--- config.mk ---
export PLATFORM = sky130hd
export DESIGN_NAME = midi_byte_stream_to_word_packer
export DESIGN_NICKNAME = d
export VERILOG_FILES = /design/src/rtl/mbp_pkg.sv /design/src/rtl/mbp_fifo.sv /design/src/rtl/mbp_front.sv /design/src/rtl/mbp_back.sv /design/src/rtl/midi_byte_stream_to_word_packer.sv
export SDC_FILE = /design/constraint.sdc
export NUM_CORES = 1
export LEC_CHECK = 0
export ABC_AREA = 1
export ABC_CLOCK_PERIOD_IN_PS = 3700
export BUFFER_PORTS_ARGS = -buffer_cell sky130_fd_sc_hd__buf_2
export CORE_MARGIN = 2
export CORE_UTILIZATION = 39
export CTS_CLUSTER_SIZE = 24
export DETAILED_ROUTE_END_ITERATION = 8
export GPL_TIMING_DRIVEN = 1
export HOLD_SLACK_MARGIN = 0.15
export SLEW_MARGIN = 30
export SYNTH_ARGS = -nofsm -noshare
export SYNTH_HDL_FRONTEND = slang
export SYNTH_HIERARCHICAL = 1
export SYNTH_SLANG_ARGS = --single-unit
export TNS_END_PERCENT = 100
--- constraint.sdc ---
create_clock -name clk -period 3.7 [get_ports clk]
set_input_delay 0.555 -clock clk [delete_from_list [all_inputs] [get_ports clk]]
set_output_delay 0.555 -clock clk [all_outputs]
set_load 0.02 [all_outputs]
--- src/rtl/mbp_pkg.sv ---
// mbp_pkg: byte classes, queue entry and result types for the midi word packer
// no dependencies
`timescale 1ns / 1ps

package mbp_pkg;

  localparam logic [7:0] STATUS_SOX  = 8'hF0;
  localparam logic [7:0] STATUS_SPP  = 8'hF2;
  localparam logic [7:0] STATUS_SSEL = 8'hF3;
  localparam logic [7:0] STATUS_EOX  = 8'hF7;
  localparam logic [7:0] STATUS_BIT  = 8'h80;
  localparam logic [3:0] HI_SYSTEM   = 4'hF;
  localparam logic [3:0] HI_PROG     = 4'hC;
  localparam logic [3:0] HI_PRESS    = 4'hD;

  localparam logic [1:0] KIND_MSG        = 2'd0;
  localparam logic [1:0] KIND_INCOMPLETE = 2'd1;
  localparam logic [1:0] KIND_STRAY      = 2'd2;

  typedef enum logic [2:0] {
    CLS_DATA,
    CLS_NEED1,
    CLS_NEED2,
    CLS_EOX,
    CLS_SOX,
    CLS_SINGLE
  } byte_cls_t;

  typedef struct packed {
    logic [7:0] data;
    logic       last;
    byte_cls_t  cls;
    logic       chan;
  } item_t;

  typedef struct packed {
    logic [31:0] word;
    logic [1:0]  kind;
  } result_t;

endpackage

--- src/rtl/mbp_fifo.sv ---
// mbp_fifo: small register queue used between front and back and at the output
// no dependencies
`timescale 1ns / 1ps

module mbp_fifo #(
  parameter int WIDTH = 8,
  parameter int DEPTH = 2
) (
  input  logic             clk,
  input  logic             rst_n,
  input  logic             push,
  input  logic [WIDTH-1:0] wr_data,
  output logic             full,
  input  logic             pop,
  output logic [WIDTH-1:0] rd_data,
  output logic             empty
);

  localparam int PW = (DEPTH > 1) ? $clog2(DEPTH) : 1;
  localparam int CW = $clog2(DEPTH + 1);
  localparam logic [PW-1:0] LAST_PTR = PW'(DEPTH - 1);
  localparam logic [CW-1:0] FULL_CNT = CW'(DEPTH);

  logic [WIDTH-1:0] mem_r [DEPTH];
  logic [PW-1:0]    wr_ptr_r, wr_ptr_nxt;
  logic [PW-1:0]    rd_ptr_r, rd_ptr_nxt;
  logic [CW-1:0]    cnt_r, cnt_nxt;
  logic             do_push, do_pop;

  assign full    = (cnt_r == FULL_CNT);
  assign empty   = (cnt_r == '0);
  assign do_push = push && !full;
  assign do_pop  = pop && !empty;
  assign rd_data = mem_r[rd_ptr_r];

  always_comb begin
    wr_ptr_nxt = wr_ptr_r;
    rd_ptr_nxt = rd_ptr_r;
    cnt_nxt    = cnt_r;
    if (do_push) begin
      wr_ptr_nxt = (wr_ptr_r == LAST_PTR) ? '0 : wr_ptr_r + 1'b1;
    end
    if (do_pop) begin
      rd_ptr_nxt = (rd_ptr_r == LAST_PTR) ? '0 : rd_ptr_r + 1'b1;
    end
    if (do_push && !do_pop) begin
      cnt_nxt = cnt_r + 1'b1;
    end else if (do_pop && !do_push) begin
      cnt_nxt = cnt_r - 1'b1;
    end
  end

  always_ff @(posedge clk) begin
    if (!rst_n) begin
      wr_ptr_r <= '0;
      rd_ptr_r <= '0;
      cnt_r    <= '0;
    end else begin
      wr_ptr_r <= wr_ptr_nxt;
      rd_ptr_r <= rd_ptr_nxt;
      cnt_r    <= cnt_nxt;
    end
  end

  always_ff @(posedge clk) begin
    if (do_push) begin
      mem_r[wr_ptr_r] <= wr_data;
    end
  end

endmodule

--- src/rtl/mbp_front.sv ---
// mbp_front: classifies each midi byte as data, sox, eox or by the data bytes it asks for
// depends on mbp_pkg
`timescale 1ns / 1ps

module mbp_front (
  input  logic          [7:0] in_byte,
  input  logic                in_last_of_buffer,
  output mbp_pkg::item_t      item
);

  import mbp_pkg::*;

  logic [3:0] hi;

  assign hi = in_byte[7:4];

  always_comb begin
    item.data = in_byte;
    item.last = in_last_of_buffer;
    item.chan = 1'b0;
    if ((in_byte & STATUS_BIT) == '0) begin
      item.cls = CLS_DATA;
    end else if (hi != HI_SYSTEM) begin
      item.chan = 1'b1;
      item.cls  = (hi == HI_PROG || hi == HI_PRESS) ? CLS_NEED1 : CLS_NEED2;
    end else if (in_byte == STATUS_SPP) begin
      item.cls = CLS_NEED2;
    end else if (in_byte == STATUS_SSEL) begin
      item.cls = CLS_NEED1;
    end else if (in_byte == STATUS_EOX) begin
      item.cls = CLS_EOX;
    end else if (in_byte == STATUS_SOX) begin
      item.cls = CLS_SOX;
    end else begin
      item.cls = CLS_SINGLE;
    end
  end

endmodule

--- src/rtl/mbp_back.sv ---
// mbp_back: running status, sysex and message assembly on classified bytes
// depends on mbp_pkg
`timescale 1ns / 1ps

module mbp_back (
  input  logic                 clk,
  input  logic                 rst_n,
  input  mbp_pkg::item_t       item,
  input  logic                 item_valid,
  output logic                 item_take,
  input  logic                 res_full,
  output logic                 res_push,
  output mbp_pkg::result_t     res
);

  import mbp_pkg::*;

  logic [31:0] aw_r, aw_nxt;
  logic [1:0]  slot_r, slot_nxt;
  logic [1:0]  need_r, need_nxt;
  logic [7:0]  rs_r, rs_nxt;
  logic        sysex_r, sysex_nxt;
  logic        discard_r, discard_nxt;
  logic        fire;
  logic [31:0] byte_w;
  logic [31:0] aw_or;
  logic [3:0]  rs_hi;

  assign fire      = item_valid && !res_full;
  assign item_take = fire;
  assign byte_w    = {24'b0, item.data};
  assign aw_or     = aw_r | (byte_w << {slot_r, 3'b000});
  assign rs_hi     = rs_r[7:4];

  always_comb begin
    aw_nxt      = aw_r;
    slot_nxt    = slot_r;
    need_nxt    = need_r;
    rs_nxt      = rs_r;
    sysex_nxt   = sysex_r;
    discard_nxt = discard_r;
    res_push    = 1'b0;
    res.word    = byte_w;
    res.kind    = KIND_MSG;
    if (fire) begin
      if (discard_r) begin
        // rest of buffer ignored
      end else if (need_r != '0) begin
        aw_nxt   = aw_or;
        slot_nxt = slot_r + 2'd1;
        need_nxt = need_r - 2'd1;
        if (need_r == 2'd1) begin
          res_push = 1'b1;
          res.word = aw_or;
          aw_nxt   = '0;
          slot_nxt = '0;
        end else if (item.last) begin
          res_push = 1'b1;
          res.word = {24'b0, aw_or[7:0]};
          res.kind = KIND_INCOMPLETE;
        end
      end else if (item.cls != CLS_DATA) begin
        unique case (item.cls)
          CLS_NEED1, CLS_NEED2: begin
            sysex_nxt = 1'b0;
            aw_nxt    = byte_w;
            slot_nxt  = 2'd1;
            need_nxt  = (item.cls == CLS_NEED1) ? 2'd1 : 2'd2;
            if (item.chan) begin
              rs_nxt = item.data;
            end
            if (item.last) begin
              res_push = 1'b1;
              res.kind = KIND_INCOMPLETE;
            end
          end
          CLS_EOX: begin
            res_push  = 1'b1;
            res.word  = sysex_r ? aw_or : byte_w;
            sysex_nxt = 1'b0;
            aw_nxt    = '0;
            slot_nxt  = '0;
          end
          CLS_SOX: begin
            rs_nxt    = '0;
            sysex_nxt = 1'b1;
            aw_nxt    = byte_w;
            slot_nxt  = 2'd1;
          end
          CLS_SINGLE: begin
            res_push  = 1'b1;
            sysex_nxt = 1'b0;
            aw_nxt    = '0;
            slot_nxt  = '0;
          end
          default: begin
          end
        endcase
      end else if (sysex_r) begin
        aw_nxt = aw_or;
        if (slot_r == 2'd3) begin
          res_push = 1'b1;
          res.word = aw_or;
          aw_nxt   = '0;
          slot_nxt = '0;
        end else begin
          slot_nxt = slot_r + 2'd1;
        end
      end else if (rs_r != '0) begin
        if (rs_hi == HI_PROG || rs_hi == HI_PRESS) begin
          res_push = 1'b1;
          res.word = {16'b0, item.data, rs_r};
        end else begin
          aw_nxt   = {16'b0, item.data, rs_r};
          slot_nxt = 2'd2;
          need_nxt = 2'd1;
          if (item.last) begin
            res_push = 1'b1;
            res.word = {24'b0, rs_r};
            res.kind = KIND_INCOMPLETE;
          end
        end
      end else begin
        res_push    = 1'b1;
        res.kind    = KIND_STRAY;
        discard_nxt = 1'b1;
      end
      if (item.last) begin
        aw_nxt      = '0;
        slot_nxt    = '0;
        need_nxt    = '0;
        rs_nxt      = '0;
        sysex_nxt   = 1'b0;
        discard_nxt = 1'b0;
      end
    end
  end

  always_ff @(posedge clk) begin
    if (!rst_n) begin
      aw_r      <= '0;
      slot_r    <= '0;
      need_r    <= '0;
      rs_r      <= '0;
      sysex_r   <= 1'b0;
      discard_r <= 1'b0;
    end else begin
      aw_r      <= aw_nxt;
      slot_r    <= slot_nxt;
      need_r    <= need_nxt;
      rs_r      <= rs_nxt;
      sysex_r   <= sysex_nxt;
      discard_r <= discard_nxt;
    end
  end

endmodule

--- src/rtl/midi_byte_stream_to_word_packer.sv ---
// midi_byte_stream_to_word_packer: top level, classifier, byte queue, parser, word queue
// depends on mbp_pkg, mbp_front, mbp_fifo, mbp_back
//
//   channel  | ports                                      | handshake
//   input    | in_byte, in_last_of_buffer                 | push / full
//   result   | out_packed_word, out_result_kind           | empty / pop
//
// one byte per cycle sustained while the word queue has room; a word enters it at
// the edge its byte leaves the byte queue; it is then read out from the word queue register
// the parser loop (assembly word, slot, running status) sets the one-byte-per-cycle rate
// synchronous reset clears both queues and all parser state
// full rises when the byte queue holds QUEUE_DEPTH bytes; the parser stalls while
// the word queue is full
`timescale 1ns / 1ps

module midi_byte_stream_to_word_packer #(
  parameter int QUEUE_DEPTH = 2
) (
  input  logic        clk,
  input  logic        rst_n,
  input  logic [7:0]  in_byte,
  input  logic        in_last_of_buffer,
  input  logic        push,
  output logic        full,
  output logic [31:0] out_packed_word,
  output logic [1:0]  out_result_kind,
  output logic        empty,
  input  logic        pop
);

  import mbp_pkg::*;

  item_t   front_item;
  item_t   back_item;
  logic    mid_empty;
  logic    item_take;
  logic    res_full;
  logic    res_push;
  result_t back_res;
  result_t out_res;

  mbp_front u_front (
    .in_byte           (in_byte),
    .in_last_of_buffer (in_last_of_buffer),
    .item              (front_item)
  );

  mbp_fifo #(
    .WIDTH ($bits(item_t)),
    .DEPTH (QUEUE_DEPTH)
  ) u_byte_q (
    .clk     (clk),
    .rst_n   (rst_n),
    .push    (push),
    .wr_data (front_item),
    .full    (full),
    .pop     (item_take),
    .rd_data (back_item),
    .empty   (mid_empty)
  );

  mbp_back u_back (
    .clk        (clk),
    .rst_n      (rst_n),
    .item       (back_item),
    .item_valid (!mid_empty),
    .item_take  (item_take),
    .res_full   (res_full),
    .res_push   (res_push),
    .res        (back_res)
  );

  mbp_fifo #(
    .WIDTH ($bits(result_t)),
    .DEPTH (QUEUE_DEPTH)
  ) u_word_q (
    .clk     (clk),
    .rst_n   (rst_n),
    .push    (res_push),
    .wr_data (back_res),
    .full    (res_full),
    .pop     (pop),
    .rd_data (out_res),
    .empty   (empty)
  );

  assign out_packed_word = out_res.word;
  assign out_result_kind = out_res.kind;

endmodule

==> impl_metrics.json <==
{
  "ir_drop_mv": 0.423,
  "setup_viol": 0,
  "leakagePower_nw": 3.71,
  "crit_path_start_kind": "register",
  "grt_pass1_vias": 6118,
  "drt_pass1_iterations": 6,
  "io_buffers": 48,
  "fp.dieArea_mm2": 0.0219,
  "power.share.clock_pct": 20.6,
  "reg2regPathDepth": 13,
  "worstSetupPathType": "register to register",
  "whs_ns": 0.316,
  "worstPathRequired_ns": 4.03,
  "via_count": 6458,
  "syn_to_final_growth_pct": 12.1,
  "drv_slew": 0,
  "sw_frac_of_total_pct": 44.8,
  "clock_sinks": 150,
  "worstHoldStart": "in_last_of_buffer",
  "syn_inst": 940,
  "cts_made_buffers": 17,
  "core_area_mm2": 0.0203,
  "syn_avg_cell_area_um2": 8.60,
  "timing.fmax_mhz": 353,
  "place_congestion": 0.980,
  "worstMarginPinSlew_ns": 0.811,
  "die_y_um": 148,
  "fin_setup_tns_ns": 0,
  "synth_ff_type": "edfxtp_1",
  "cts_tree": "yes",
  "fin_crit_sh_pct": 76.5,
  "netlist_area_mm2": 0.00808,
  "synth_edf_count": 94,
  "die_x_um": 148,
  "yosys_warnings": 6,
  "vias_per_cell": 5.14,
  "clkTransAtPathRegs_ns": 0.07,
  "layout.cells.most_common_list": "nand2_1, inv_1, nor2_1",
  "outcome": "complete, no violations",
  "wl_um": 20500,
  "ys_ff_latch": 150,
  "period_minus_slack_ns": 2.83,
  "syn-num-nets": 956,
  "post_cts_resized": 0,
  "grt_overflow": 0,
  "placed_area_mm2": 0.00848,
  "multi_input_area_mm2": 0.00340,
  "rsz0062_at_grt": "no",
  "skew_ns": 0.00913,
  "end_kind": "register",
  "p_seq_share_pct": 31.3,
  "yosysUniqueCellTypes": 43,
  "initial_core_util_pct": 39.8,
  "grt_max_degree": 40,
  "io_pins": 49,
  "power_frac_comb_pct": 48.0,
  "root_buffer": "clkbuf_16",
  "dp_hpwl_um": 14200,
  "placed_cells": 1224,
  "p_sw_mw": 3.69,
  "drive_gt1_share_pct": 17.5,
  "ctsHoldBuffers": 0,
  "power_mw": 8.24,
  "htree_levels": 4,
  "cts.path.max_buffers": 2,
  "grt_usage_pct": 19.1,
  "hold_end": "u_byte_q/mem_r[0][4]$_DFFE_PP_",
  "hold_path.class": "input pin to register",
  "intPower_mw": 4.55,
  "route.detailed.drc": 0,
  "synthArstFlopShare_pct": 0,
  "regArea_mm2": 0.00395,
  "nets": 989,
  "wl_per_cell_um": 16.3,
  "maxCapViolations": 0,
  "fin_cells": 1256,
  "clk_latency_ns": 0.43,
  "reg2reg_slack_ns": 0.87,
  "grt_pass1_wl_um": 32400,
  "synth_seq_area_share_pct": 48.8,
  "diodes": 0,
  "power.density_mw_per_mm2": 910,
  "post_cts_buffers": 0,
  "fin_area_mm2": 0.00906,
  "final_common_cell": "nand2_1",
  "holdPathStages": 1,
  "fillers": 2048,
  "antenna_found_initial": 0,
  "drt_iter0_drc": 601,
  "worstPathArrival_ns": 3.16,
  "ant_nets": 0,
  "worstPathMaxFanout": 8,
  "slew_headroom_pct": 45.9,
  "hold_violations": 0,
  "timing.rr.end": "u_word_q/cnt_r[1]$_SDFFE_PN0P_",
  "rows": 52
}
power groups by stage:
stage          Sequential (mW)  Combinational, mW  Clock, mW
6_report                  2.58               3.96       1.70
4_1_cts                   2.58               3.92       1.74
5_1_grt                   2.64               4.36       1.80
3_5_place_dp              2.62               3.90          0
2_1_floorplan             2.54               2.98          0
3_3_place_gp              2.60               3.89          0
synth_stat cells (3+ instances only):
cell type	number	area [um2]
buf_6	3	33.8
a21oi_1	55	275
inv_1	111	417
nor2_1	114	428
nand2_4	3	33.8
o21ai_0	84	420
nand4_1	15	93.8
nor2_2	3	18.8
buf_4	18	135
nor2_4	7	78.8
mux2_2	17	191
nand2_1	201	754
a22oi_1	3	22.5
edfxtp_1	94	2820
o21bai_1	10	75.1
buf_12	3	60.1
ha_1	3	37.5
mux2_4	30	450
clkbuf_1	14	52.6
buf_2	8	40.0
o21ai_1	3	15.0
dfxtp_1	56	1120
nand2_2	3	18.8
a31oi_1	4	25.0
o211ai_1	7	52.6
inv_2	4	15.0
nand3_1	46	230
worst max-delay path by stage:
stage                         from                              to  slack, ns
after floorplan           register  u_word_q/mem_r[1][0]$_DFFE_PP_      0.009
after global placement    register  u_word_q/cnt_r[1]$_SDFFE_PN0P_       0.98
after detailed placement  register  u_word_q/cnt_r[1]$_SDFFE_PN0P_       0.90
after CTS                 register  u_word_q/cnt_r[1]$_SDFFE_PN0P_       0.88
after global routing      register  u_word_q/cnt_r[1]$_SDFFE_PN0P_       0.67
final                     register  u_word_q/cnt_r[1]$_SDFFE_PN0P_       0.87
state kept, by name, summed over array words and instances (netlist names), 2 cells and up, named ones only:
signal          count
u_back/need_r       2
u_byte_q/mem_r     26
u_back/aw_r        32
u_byte_q/cnt_r      2
u_word_q/mem_r     68
u_back/slot_r       2
u_back/rs_r         8
u_word_q/cnt_r      2
layout make-up:
| class | instances | area share (%) |
|---|---|---|
| sequential | 150 | 43.5 |
| multi-input combinational | 627 | 37.5 |
| inverter | 116 | 4.81 |
| clock buffer | 17 | 4.70 |
| timing repair buffer | 61 | 4.00 |
| tap | 270 | 3.73 |
| clock inverter | 15 | 1.70 |
logic make-up (layout without fill, tap and decap cells):
logic type               Yosys count  count (layout)  share of synthesized area (%)
flip-flops                       150             150                           48.8
adder cells (fa/ha/maj)            3               3                          0.464
multiplexers                      47              47                           7.94
buffers and inverters            163             209                           9.41
AO/OA/AOI/OAI                    177             177                           12.2
AND/OR/NAND/NOR                  400             400                           21.2
critical path: stages (launching register included):
cell	delay [ns]
dfxtp_1	0.44
mux2_2	0.43
nand2_1	0.17
nand3_1	0.30
o211ai_1	0.19
o211ai_1	0.11
a21oi_1	0.27
o21ai_2	0.17
inv_1	0.11
ha_1	0.25
inv_1	0.08
nand4_1	0.10
nand2_1	0.07
nor2_1	0.04
per-layer routing:
metal,GRT usage (%),routed length (um),vias to the layer above
li1,-,-,3189
met1,25.8,9380,2985
met2,29.4,9190,243
met3,4.32,1400,41
met4,8.81,552,0
met5,0,0,-
metrics by stage:
stage	setup slack, ns	utilization (%)
6_report	0.869	44.6
5_1_grt	0.673	44.6
4_1_cts	0.882	44.6
3_5_place_dp	0.903	41.8
3_3_place_gp	0.981	41.8
2_1_floorplan	0.00868	-
(Power assumes the default switching activity.)
